### src/rtl/isw_pkg.sv
// ----------------------------------------------------------------------------
// isw_pkg
// Types and constants shared by the sensor word reader modules.
// ----------------------------------------------------------------------------
package isw_pkg;

    localparam int ADDR_W      = 7;
    localparam int CMD_W       = 8;
    localparam int RAW_W       = 15;
    localparam int CENTI_W     = 17;
    localparam int S_TDATA_W   = 16;
    localparam int M_TDATA_W   = 40;

    localparam logic [ADDR_W-1:0]  ADDR_RESET   = 7'h5B;
    // 27315 + 1: kelvin offset in hundredths plus the half-step correction
    localparam logic [CENTI_W-1:0] CENTI_OFFSET = 17'd27316;

    // byte slot within the write and read groups
    localparam logic [1:0] SLOT_0 = 2'd0;
    localparam logic [1:0] SLOT_1 = 2'd1;
    localparam logic [1:0] SLOT_2 = 2'd2;

    // one bus tick as taken from the input channel
    typedef struct packed {
        logic             sda_in;
        logic [CMD_W-1:0] command;
        logic             start_request;
    } tick_t;

    // one result item
    typedef struct packed {
        logic signed [CENTI_W-1:0] centi_celsius;
        logic [RAW_W-1:0]          raw_word;
        logic                      nack_seen;
        logic                      done_res;
        logic                      busy_res;
        logic                      sda_out;
        logic                      scl_out;
    } result_t;

    typedef enum logic [17:0] {
        ST_IDLE     = 18'b000000000000000001,
        ST_START_A  = 18'b000000000000000010,
        ST_START_B  = 18'b000000000000000100,
        ST_TX_BITS  = 18'b000000000000001000,
        ST_TX_ACK_A = 18'b000000000000010000,
        ST_TX_ACK_B = 18'b000000000000100000,
        ST_TX_ACK_C = 18'b000000000001000000,
        ST_RS_A     = 18'b000000000010000000,
        ST_RS_B     = 18'b000000000100000000,
        ST_RS_C     = 18'b000000001000000000,
        ST_RS_D     = 18'b000000010000000000,
        ST_RX_BITS  = 18'b000000100000000000,
        ST_RX_ACK_A = 18'b000001000000000000,
        ST_RX_ACK_B = 18'b000010000000000000,
        ST_RX_ACK_C = 18'b000100000000000000,
        ST_STOP_A   = 18'b001000000000000000,
        ST_STOP_B   = 18'b010000000000000000
    } phase_t;

endpackage

### src/rtl/isw_front.sv
// ----------------------------------------------------------------------------
// isw_front
// Input side: takes tick requests and holds them in a two-entry queue.
// ----------------------------------------------------------------------------
module isw_front import isw_pkg::*; (
    input  logic        aclk,
    input  logic        aresetn,
    input  logic        in_valid,
    output logic        in_ready,
    input  tick_t       in_tick,
    output logic        q_valid,
    input  logic        q_pop,
    output tick_t       q_tick
);

    tick_t       entry_reg [2];
    logic        wr_ptr_reg, wr_ptr_next;
    logic        rd_ptr_reg, rd_ptr_next;
    logic [1:0]  count_reg, count_next;
    logic        push;
    logic        pop;

    assign in_ready = (count_reg != 2'd2);
    assign q_valid  = (count_reg != 2'd0);
    assign q_tick   = entry_reg[rd_ptr_reg];
    assign push     = in_valid && in_ready;
    assign pop      = q_pop && q_valid;

    always_comb begin
        wr_ptr_next = push ? ~wr_ptr_reg : wr_ptr_reg;
        rd_ptr_next = pop ? ~rd_ptr_reg : rd_ptr_reg;
        count_next  = count_reg;
        if (push && !pop) begin
            count_next = count_reg + 2'd1;
        end else if (pop && !push) begin
            count_next = count_reg - 2'd1;
        end
    end

    always_ff @(posedge aclk) begin
        if (!aresetn) begin
            wr_ptr_reg <= 1'b0;
            rd_ptr_reg <= 1'b0;
            count_reg  <= 2'd0;
        end else begin
            wr_ptr_reg <= wr_ptr_next;
            rd_ptr_reg <= rd_ptr_next;
            count_reg  <= count_next;
        end
    end

    always_ff @(posedge aclk) begin
        if (push) begin
            entry_reg[wr_ptr_reg] <= in_tick;
        end
    end

endmodule

### src/rtl/isw_seq.sv
// ----------------------------------------------------------------------------
// isw_seq
// Bus phase sequencer: runs one queued tick per cycle into the output register unless a held result stalls it.
// ----------------------------------------------------------------------------
module isw_seq import isw_pkg::*; (
    input  logic              aclk,
    input  logic              aresetn,
    input  logic              cfg_we,
    input  logic [ADDR_W-1:0] cfg_addr,
    input  logic              q_valid,
    output logic              q_pop,
    input  tick_t             q_tick,
    output logic              out_valid,
    input  logic              out_ready,
    output result_t           out_res
);

    phase_t            phase_reg, phase_next;
    logic [3:0]        bit_cnt_reg, bit_cnt_next;
    logic [7:0]        shift_reg, shift_next;
    logic [CMD_W-1:0]  cmd_reg, cmd_next;
    logic [7:0]        low_reg, low_next;
    logic [7:0]        high_reg, high_next;
    logic              nack_reg, nack_next;
    logic [1:0]        slot_reg, slot_next;
    logic [ADDR_W-1:0] addr_reg;
    logic              valid_reg;
    result_t           res_reg, res_next;
    logic              fire;
    logic              scl, sda, done;
    logic [RAW_W-1:0]  raw;

    assign q_pop     = q_valid && (!valid_reg || out_ready);
    assign fire      = q_pop;
    assign out_valid = valid_reg;
    assign out_res   = res_reg;
    assign raw       = {high_reg[6:0], low_reg};

    always_comb begin
        phase_next   = phase_reg;
        bit_cnt_next = bit_cnt_reg;
        shift_next   = shift_reg;
        cmd_next     = cmd_reg;
        low_next     = low_reg;
        high_next    = high_reg;
        nack_next    = nack_reg;
        slot_next    = slot_reg;
        scl          = 1'b1;
        sda          = 1'b1;
        done         = 1'b0;

        case (phase_reg)
            ST_IDLE: begin
                if (q_tick.start_request) begin
                    cmd_next     = q_tick.command;
                    nack_next    = 1'b0;
                    bit_cnt_next = 4'd0;
                    phase_next   = ST_START_A;
                end
            end
            ST_START_A: begin
                sda        = 1'b0;
                phase_next = ST_START_B;
            end
            ST_START_B: begin
                scl          = 1'b0;
                sda          = 1'b0;
                shift_next   = {addr_reg, 1'b0};
                bit_cnt_next = 4'd0;
                slot_next    = SLOT_0;
                phase_next   = ST_TX_BITS;
            end
            ST_TX_BITS: begin
                sda = shift_reg[7];
                scl = bit_cnt_reg[0];
                if (bit_cnt_reg[0]) begin
                    shift_next = {shift_reg[6:0], 1'b0};
                end
                if (bit_cnt_reg == 4'd15) begin
                    bit_cnt_next = 4'd0;
                    phase_next   = ST_TX_ACK_A;
                end else begin
                    bit_cnt_next = bit_cnt_reg + 4'd1;
                end
            end
            ST_TX_ACK_A: begin
                scl        = 1'b0;
                phase_next = ST_TX_ACK_B;
            end
            ST_TX_ACK_B: begin
                nack_next  = nack_reg | q_tick.sda_in;
                phase_next = ST_TX_ACK_C;
            end
            ST_TX_ACK_C: begin
                scl = 1'b0;
                sda = 1'b0;
                case (slot_reg)
                    SLOT_0: begin
                        shift_next   = cmd_reg;
                        bit_cnt_next = 4'd0;
                        slot_next    = SLOT_1;
                        phase_next   = ST_TX_BITS;
                    end
                    SLOT_1: begin
                        phase_next = ST_RS_A;
                    end
                    default: begin
                        shift_next   = 8'd0;
                        bit_cnt_next = 4'd0;
                        slot_next    = SLOT_0;
                        phase_next   = ST_RX_BITS;
                    end
                endcase
            end
            ST_RS_A: begin
                scl        = 1'b0;
                phase_next = ST_RS_B;
            end
            ST_RS_B: begin
                phase_next = ST_RS_C;
            end
            ST_RS_C: begin
                sda        = 1'b0;
                phase_next = ST_RS_D;
            end
            ST_RS_D: begin
                scl          = 1'b0;
                sda          = 1'b0;
                shift_next   = {addr_reg, 1'b1};
                bit_cnt_next = 4'd0;
                slot_next    = SLOT_2;
                phase_next   = ST_TX_BITS;
            end
            ST_RX_BITS: begin
                scl = bit_cnt_reg[0];
                if (bit_cnt_reg[0]) begin
                    shift_next = {shift_reg[6:0], q_tick.sda_in};
                end
                if (bit_cnt_reg == 4'd15) begin
                    bit_cnt_next = 4'd0;
                    phase_next   = ST_RX_ACK_A;
                end else begin
                    bit_cnt_next = bit_cnt_reg + 4'd1;
                end
            end
            ST_RX_ACK_A: begin
                scl = 1'b0;
                sda = (slot_reg == SLOT_2);
                if (slot_reg == SLOT_0) begin
                    low_next = shift_reg;
                end else if (slot_reg == SLOT_1) begin
                    high_next = shift_reg;
                end
                phase_next = ST_RX_ACK_B;
            end
            ST_RX_ACK_B: begin
                sda        = (slot_reg == SLOT_2);
                phase_next = ST_RX_ACK_C;
            end
            ST_RX_ACK_C: begin
                scl = 1'b0;
                sda = 1'b0;
                if (slot_reg == SLOT_2) begin
                    phase_next = ST_STOP_A;
                end else begin
                    shift_next   = 8'd0;
                    bit_cnt_next = 4'd0;
                    slot_next    = slot_reg + 2'd1;
                    phase_next   = ST_RX_BITS;
                end
            end
            ST_STOP_A: begin
                sda        = 1'b0;
                phase_next = ST_STOP_B;
            end
            ST_STOP_B: begin
                done       = 1'b1;
                phase_next = ST_IDLE;
            end
            default: begin
                phase_next   = ST_IDLE;
                bit_cnt_next = 4'd0;
            end
        endcase

        res_next.scl_out       = scl;
        res_next.sda_out       = sda;
        res_next.busy_res      = (phase_next != ST_IDLE);
        res_next.done_res      = done;
        res_next.nack_seen     = nack_next;
        res_next.raw_word      = done ? raw : '0;
        res_next.centi_celsius = done ? $signed({1'b0, raw, 1'b0} - CENTI_OFFSET) : '0;
    end

    always_ff @(posedge aclk) begin
        if (!aresetn) begin
            phase_reg   <= ST_IDLE;
            bit_cnt_reg <= 4'd0;
            shift_reg   <= 8'd0;
            cmd_reg     <= '0;
            low_reg     <= 8'd0;
            high_reg    <= 8'd0;
            nack_reg    <= 1'b0;
            slot_reg    <= SLOT_0;
            addr_reg    <= ADDR_RESET;
            valid_reg   <= 1'b0;
        end else begin
            if (cfg_we) begin
                addr_reg <= cfg_addr;
            end
            if (fire) begin
                phase_reg   <= phase_next;
                bit_cnt_reg <= bit_cnt_next;
                shift_reg   <= shift_next;
                cmd_reg     <= cmd_next;
                low_reg     <= low_next;
                high_reg    <= high_next;
                nack_reg    <= nack_next;
                slot_reg    <= slot_next;
                valid_reg   <= 1'b1;
            end else if (out_ready) begin
                valid_reg <= 1'b0;
            end
        end
    end

    always_ff @(posedge aclk) begin
        if (fire) begin
            res_reg <= res_next;
        end
    end

endmodule

### src/rtl/i2c_sensor_word_reader.sv
// ----------------------------------------------------------------------------
// i2c_sensor_word_reader
// I2C master running one read-word transaction, one bus phase per tick.
// ----------------------------------------------------------------------------
// Usage:
//   Every request on the s_ channel is one bus tick: start_request, command
//   and the sampled SDA level. Every tick gives exactly one result on the m_
//   channel with the SCL/SDA levels to drive, busy, done, the sticky NACK flag
//   and, on the done tick, the raw word and temperature in 0.01 degC.
//   cfg_valid/cfg_data write the 7-bit slave address; write it only while idle.
// Throughput: one tick per clock cycle, sustained while m_tready is high, through the sequencer.
// Path: an accepted s_ tick is written to a queue entry, then to the output
//   register, which raises m_tvalid.
// Reset (aresetn low, synchronous): queue empty, sequencer idle, address 0x5B.
// Stall: while m_tready is low the result holds; the two-entry queue keeps
//   taking ticks until full, then s_tready drops.
// ----------------------------------------------------------------------------
module i2c_sensor_word_reader import isw_pkg::*; (
    input  logic                 aclk,
    input  logic                 aresetn,
    // start_request[0], command[8:1], sda_in[9], zero pad [15:10]
    input  logic [S_TDATA_W-1:0] s_tdata,
    input  logic                 s_tvalid,
    output logic                 s_tready,
    // scl_out[0], sda_out[1], busy_res[2], done_res[3], nack_seen[4],
    // raw_word[19:5], centi_celsius[36:20], zero pad [39:37]
    output logic [M_TDATA_W-1:0] m_tdata,
    output logic                 m_tvalid,
    input  logic                 m_tready,
    input  logic [ADDR_W-1:0]    cfg_data,
    input  logic                 cfg_valid,
    output logic                 cfg_ready
);

    tick_t   in_tick;
    tick_t   q_tick;
    logic    q_valid;
    logic    q_pop;
    result_t res;

    assign in_tick.start_request = s_tdata[0];
    assign in_tick.command       = s_tdata[8:1];
    assign in_tick.sda_in        = s_tdata[9];
    assign cfg_ready             = 1'b1;
    assign m_tdata               = {3'b000, res};

    isw_front u_front (
        .aclk     (aclk),
        .aresetn  (aresetn),
        .in_valid (s_tvalid),
        .in_ready (s_tready),
        .in_tick  (in_tick),
        .q_valid  (q_valid),
        .q_pop    (q_pop),
        .q_tick   (q_tick)
    );

    isw_seq u_seq (
        .aclk      (aclk),
        .aresetn   (aresetn),
        .cfg_we    (cfg_valid),
        .cfg_addr  (cfg_data),
        .q_valid   (q_valid),
        .q_pop     (q_pop),
        .q_tick    (q_tick),
        .out_valid (m_tvalid),
        .out_ready (m_tready),
        .out_res   (res)
    );

endmodule

### config.mk
export PLATFORM = sky130hd
export DESIGN_NAME = i2c_sensor_word_reader
export DESIGN_NICKNAME = d
export VERILOG_FILES = /design/src/rtl/isw_pkg.sv /design/src/rtl/isw_front.sv /design/src/rtl/isw_seq.sv /design/src/rtl/i2c_sensor_word_reader.sv
export SDC_FILE = /design/constraint.sdc
export NUM_CORES = 1
export LEC_CHECK = 0
export BUFFER_PORTS_ARGS = -buffer_cell sky130_fd_sc_hd__buf_4
export CORE_ASPECT_RATIO = 0.9
export CORE_UTILIZATION = 55
export DETAILED_ROUTE_END_ITERATION = 6
export PLACE_DENSITY_LB_ADDON = 0.15
export SYNTH_ARGS = -nofsm -noshare
export SYNTH_HDL_FRONTEND = slang
export SYNTH_SLANG_ARGS = --single-unit
### constraint.sdc
create_clock -name aclk -period 3.7 [get_ports aclk]
set_input_delay 0.37 -clock aclk [delete_from_list [all_inputs] [get_ports aclk]]
set_output_delay 0.37 -clock aclk [all_outputs]
set_load 0.05 [all_outputs]
==> flow_summary.json, run 1 <==
{
  "status": "finished, violations left",
  "failed_checks": "design-rule violations",
  "grt_pass1_wl_um": 22000,
  "cts-resized-gates": 0,
  "io-pin-count": 71,
  "final_cell_mix": "nor2_1 (73), dfxtp_1 (69), buf_4 (69)",
  "pre_cts_slack_ps": 915,
  "core_area_mm2": 0.0104,
  "fin_crit_ps": 2820,
  "whs_path_depth": 1,
  "syn_area_mm2": 0.00600,
  "grt_pass1_vias": 4320,
  "p_per_area_mw_per_mm2": 762,
  "r2r-start": "u_seq.phase_reg[6]",
  "clkTransAtPathRegs_ps": 60,
  "hold_viol": 0,
  "diodes": 0,
  "cp.required_ps": 4010,
  "wire_per_inst_um": 17.8,
  "r2r_end": "u_seq.bit_cnt_reg[2]",
  "clk_latency_ps": 420,
  "synth-edff-count": 55,
  "finalWeightedCongestion": 0.871,
  "num_vias": 4626,
  "ys_ff_latch": 124,
  "tightest_slew_ps": 826,
  "start_util": 0.576,
  "htreeDepth": 4,
  "worstRegToRegCells": 7,
  "hp-class": "input pin to flip-flop",
  "clock_path_buffers": 2,
  "drt_iter0_markers": 342,
  "setup_viol": 0,
  "gr-total-overflow": 0,
  "clock.fmax_ghz": 0.355,
  "antenna_found_initial": 0,
  "crit_path_start_kind": "flip-flop",
  "peakVddDrop_mv": 0.569,
  "syn_to_final_growth_pct": 18.4,
  "postCtsHoldBufs": 0,
  "post_cts_buffers": 0,
  "crit_type": "flip-flop to flip-flop",
  "drv_cap": 0,
  "crit_path_max_incr_delay_ps": 870,
  "final_nets": 672,
  "whs_endpoint": "u_front.entry_reg[0][0]",
  "cts_tree": "yes",
  "drt_pass1_iterations": 7,
  "crit_chain": "nor4_4 > nand4_1 > or4_1 > clkinv_4 > nor4b_2 > and2_4 > a32o_1",
  "port_buffers": 59,
  "hpwl_um": 9550,
  "cts-root-buf": "clkbuf_16",
  "tns_ps": 0,
  "cts_made_buffers": 17,
  "ys_seq_area_frac": 0.506,
  "synthArstFlopShare": 0,
  "antenna_left": 0,
  "die_w_um": 112,
  "syn_area_per_cell_um2": 10.2,
  "dieArea_mm2": 0.0113,
  "synth_warnings": 0,
  "viasPerCell": 5.94,
  "grt_usage": 0.256,
  "ff2ff_setup_slack_ps": 880,
  "nFillCells": 828,
  "largest_reg_flops": 35,
  "period_share": 0.761,
  "arrival_ps": 3120,
  "route.detailed.drc": 5,
  "core.rowCount": 35,
  "slew_headroom": 0.448,
  "synthCells": 590,
  "crit_fanout": 18,
  "critical_path.slowest_cell": "or4_1",
  "hp-start": "s_tdata[0]",
  "fp.dieH_um": 101,
  "post_synth_num_cell_types": 63,
  "numClockSinks": 124,
  "clock_skew_ps": 7.76,
  "setup_ws_ps": 884,
  "p_leak_nw": 2.80,
  "drive_gt1_frac": 0.177,
  "grt_max_degree": 38,
  "rsz0062_at_grt": "no",
  "routed_wl_um": 13900,
  "endpoint_kind": "flip-flop",
  "ys.flop_type": "dfxtp_1",
  "drv_slew": 0,
  "mostFrequentLayoutCell": "nor2_1"
}
-- where the power goes --
part           switching [mW]  internal (mW)
sequential              0.148           1.76
combinational            1.22          0.489
clock                   0.650           1.14
-- metal layers --
metal / track usage / wire length [um] / vias to the layer above
met4: 0.0944 / 194 / 0
met2: 0.407 / 6470 / 153
met3: 0.0595 / 818 / 16
met5: 0 / 0 / -
met1: 0.345 / 6420 / 2225
li1: - / - / 2232
-- kinds of logic (layout without fill, tap and decap cells) --
kind of cell	after synthesis	after routing	share of synthesized area
AOI/OAI and AO/OA	91	91	0.104
xor gates and xnor gates	18	18	0.0263
adders and majority gates	7	7	0.0146
buffers and inverters	54	111	0.0446
DFF	124	124	0.506
muxes	43	43	0.0722
other	2	5	0.00125
and+or+nand+nor	251	251	0.231
-- cell usage after synthesis, types with 3 or more instances --
cell / count / area [um^2]
and3_1: 7 / 43.8
a21oi_1: 25 / 125
dfxtp_1: 69 / 1380
nand4_1: 8 / 50.1
a32o_1: 3 / 30.0
edfxtp_1: 55 / 1650
nand2b_1: 8 / 50.1
a31oi_1: 3 / 18.8
nor3b_1: 9 / 67.6
or4_1: 3 / 22.5
o21ai_0: 16 / 80.1
ha_1: 7 / 87.6
xnor2_1: 4 / 35.0
buf_4: 8 / 60.1
clkbuf_1: 26 / 97.6
nor4_1: 6 / 37.5
inv_1: 8 / 30.0
nand4b_1: 5 / 43.8
nor2b_1: 3 / 18.8
o21a_1: 4 / 30.0
xor2_1: 14 / 123
nand3_1: 11 / 55.1
and4_1: 9 / 78.8
nor3_1: 26 / 130
nand2_1: 44 / 165
nor2_1: 73 / 274
o211a_1: 3 / 30.0
and2_1: 17 / 106
or3_1: 5 / 31.3
buf_2: 5 / 25.0
a211oi_1: 12 / 90.1
buf_6: 3 / 33.8
a221o_1: 7 / 70.1
o211ai_1: 3 / 22.5
mux2i_1: 41 / 410
nor4_4: 4 / 85.1
-- how the worst max path moves through the flow --
stage                                end  depth (start not counted)           startpoint
global route            u_seq.cmd_reg[3]                          6  u_seq.phase_reg[10]
global placement    u_seq.bit_cnt_reg[2]                          7   u_seq.phase_reg[1]
floorplan             u_seq.phase_reg[3]                          7      u_seq.out_valid
detailed placement  u_seq.bit_cnt_reg[3]                          7   u_seq.phase_reg[4]
CTS                 u_seq.bit_cnt_reg[2]                          7   u_seq.phase_reg[1]
finish              u_seq.bit_cnt_reg[2]                          7   u_seq.phase_reg[6]
-- area by class of cell --
type	count	area [um^2]	share of cell area
repair buffers	69	518	0.0730
flip-flops and latches	124	3030	0.427
clock buffers	17	425	0.0599
inverters	10	42.5	0.00599
multi-input cells	415	2710	0.381
well taps	129	161	0.0227
clock inverters	15	211	0.0298
-- stage by stage --
stage          hold slack [ps]  total power [mW]  area (um^2)   util  cells
6_report                   135              5.41         7100  0.681    779
3_5_place_dp               469              3.64         6460  0.620    747
2_1_floorplan              433              3.18         6010      -    593
4_1_cts                    122              5.43         7100  0.681    779
5_1_grt                    122              5.61         7100  0.681    779
3_3_place_gp               455              3.60         6460  0.620    747
-- worst max-delay path: cells and delay by family, from the launching register on --
family	cells	cell delay [ps]
and+or+nand+nor	5	1770
DFF	1	470
buffers and inverters	1	250
AOI/OAI and AO/OA	1	200
Power figures use the tool's default switching activity.
==> inputs of run 2 (changes only) <==
--- a/config.mk
+++ b/config.mk
@@ -7,7 +7,7 @@
 export LEC_CHECK = 0
 export BUFFER_PORTS_ARGS = -buffer_cell sky130_fd_sc_hd__buf_4
 export CORE_ASPECT_RATIO = 0.9
-export CORE_UTILIZATION = 55
+export CORE_UTILIZATION = 53
 export DETAILED_ROUTE_END_ITERATION = 6
 export PLACE_DENSITY_LB_ADDON = 0.15
 export SYNTH_ARGS = -nofsm -noshare
==> constraint.sdc (replaced) <==
create_clock -name aclk -period 2.4 [get_ports aclk]
set_input_delay 0.24 -clock aclk [delete_from_list [all_inputs] [get_ports aclk]]
set_output_delay 0.24 -clock aclk [all_outputs]
set_load 0.05 [all_outputs]
==> run 2 against run 1 <==
The flow now finishes without violations. Core utilization up 2.1 points. Clock power up 55%. Die area grew 3.7%. Sequential power rose by 52%. Worst hold slack got worse by 120 ps. Routed wire length rose by 7.1%. Via count grew 4.8%. Register-to-register slack got worse by 820 ps. Critical endpoint is now u_seq.shift_reg[4].
==> flow_summary.json, run 2 (synthesis results as in run 1) <==
{
  "endpoint_kind": "flip-flop",
  "pwr-share-comb": 0.349,
  "cp-startpoint": "u_seq.phase_reg[7]",
  "mostFrequentLayoutCell": "buf_4",
  "intPower_mw": 5.52,
  "largest_reg_flops": 35,
  "io-pin-count": 71,
  "worstRegToRegCells": 8,
  "htreeDepth": 4,
  "power_frac_seq": 0.334,
  "fin_crit_ps": 2330,
  "pwr-share-clk": 0.317,
  "slew_headroom": 0.609,
  "core_area_mm2": 0.0109,
  "cts-root-buf": "clkbuf_16",
  "tns_ps": 0,
  "ff2ff_setup_slack_ps": 70,
  "final_nets": 731,
  "clock_path_buffers": 2,
  "diodes": 0,
  "status": "completed",
  "dieArea_mm2": 0.0117,
  "crit_path_start_kind": "flip-flop",
  "clk_latency_ps": 420,
  "setup_viol": 0,
  "drt_pass1_iterations": 5,
  "antenna_left": 0,
  "route.detailed.drc": 0,
  "syn_to_final_growth_pct": 27.7,
  "drive_gt1_frac": 0.244,
  "antenna_found_initial": 0,
  "finalWeightedCongestion": 0.913,
  "gr-total-overflow": 0,
  "hpwl_um": 10300,
  "endpoint": "u_seq.shift_reg[4]",
  "port_buffers": 59,
  "routed_wl_um": 14900,
  "arrival_ps": 2680,
  "hold_viol": 0,
  "wire_per_inst_um": 17.3,
  "r2r_end": "u_seq.shift_reg[4]",
  "p_per_area_mw_per_mm2": 1140,
  "switching_share": 0.367,
  "cts_made_buffers": 17,
  "start_util": 0.550,
  "grt_pass1_vias": 4389,
  "period_share": 0.971,
  "setup_ws_ps": 69.3,
  "numClockSinks": 124,
  "clkTransAtPathRegs_ps": 60,
  "final_cell_mix": "buf_4 (116), nor2_1 (71), dfxtp_1 (69)",
  "pre_cts_slack_ps": 27.4,
  "num_vias": 4850,
  "cp.required_ps": 2740,
  "peakVddDrop_mv": 0.857,
  "crit_fanout": 8,
  "tightest_slew_ps": 579,
  "fp.dieH_um": 103,
  "nFillCells": 831,
  "die_w_um": 114,
  "whs_ps": 15.1,
  "grt_pass1_wl_um": 23100,
  "crit_type": "flip-flop to flip-flop",
  "cts_tree": "yes",
  "p_leak_nw": 3.09,
  "dp.cells": 816,
  "fin_cells": 861,
  "rsz0062_at_grt": "no",
  "core.rowCount": 36,
  "r2r-start": "u_seq.phase_reg[7]",
  "clock.fmax_ghz": 0.429,
  "dpl-instance-area_mm2": 0.00686,
  "hp-class": "input pin to flip-flop",
  "drv_slew": 0,
  "drv_cap": 0,
  "drt_iter0_markers": 305,
  "switchingPower_mw": 3.21,
  "clock_skew_ps": 12.1,
  "grt_usage": 0.264,
  "viasPerCell": 5.63,
  "finalInstanceArea_mm2": 0.00766,
  "grt_max_degree": 39
}
run 2: cell count changes in the layout (fill, tap and decap cells not counted), moves of 2 or more:
cell           previous run  this run
nor2_2                    0         2
buf_12                    0         2
buf_4                    69       116
or4_4                     0         2
nor2_1                   73        71
or4_1                     3         1
dlygate4sd3_1             0         9
run 2: layout make-up:
type | count | area, um^2 | area share
inverters | 10 | 42.5 | 0.00556
well taps | 152 | 190 | 0.0248
clock buffers | 18 | 429 | 0.0560
multi-input cells | 415 | 2740 | 0.358
clock inverters | 14 | 210 | 0.0275
repair buffers | 128 | 1010 | 0.132
flip-flops and latches | 124 | 3030 | 0.396
run 2: power groups by stage:
stage          clock (mW)  sequential, mW  combinational (mW)
2_1_floorplan           0            3.77                1.13
3_3_place_gp            0            2.92                2.94
3_5_place_dp            0            2.95                2.98
4_1_cts              2.80            2.91                3.01
5_1_grt              2.89            2.95                3.23
6_report             2.77            2.91                3.05
run 2: worst min-delay path by stage:
| stage | start | end | slack (ps) | cells after the start |
|---|---|---|---|---|
| final | s_tdata[9] | u_front.entry_reg[1][9] | 20 | 1 |
| after global routing | s_tdata[9] | u_front.entry_reg[1][9] | 2 | 1 |
| after CTS | s_tdata[9] | u_front.entry_reg[1][9] | 3 | 1 |
| after detailed placement | s_tdata[7] | u_front.entry_reg[0][7] | 430 | 1 |
| after global placement | s_tdata[6] | u_front.entry_reg[0][6] | 420 | 1 |
| after floorplan | s_tdata[0] | u_front.entry_reg[0][0] | 340 | 0 |
run 2: metal layers:
metal	vias up	GRT usage	share of wire
met5	-	0	0
met4	0	0.112	0.019
met2	158	0.413	0.46
li1	2357	-	-
met3	22	0.0541	0.049
met1	2313	0.359	0.47
run 2: what timing repair did:
action,in CTS,in global routing
buffers inserted,0,4
gates resized for setup,0,9
setup endpoints to repair,0,33
hold endpoints to repair,18,0
hold buffers,9,0
run 2: metrics by stage:
stage	total power, mW	util
floorplan	4.90	-
global placement	5.86	0.630
detailed placement	5.93	0.630
CTS	8.72	0.697
global route	9.07	0.702
finish	8.72	0.702
run 2: critical path: stages, from the launching register on:
cell and delay (ps):
dfxtp_1 340, buf_12 140, nor4_4 380, nand4_1 270
nor2_2 290, a31oi_1 170, o211ai_4 240, buf_4 210
mux2i_1 200
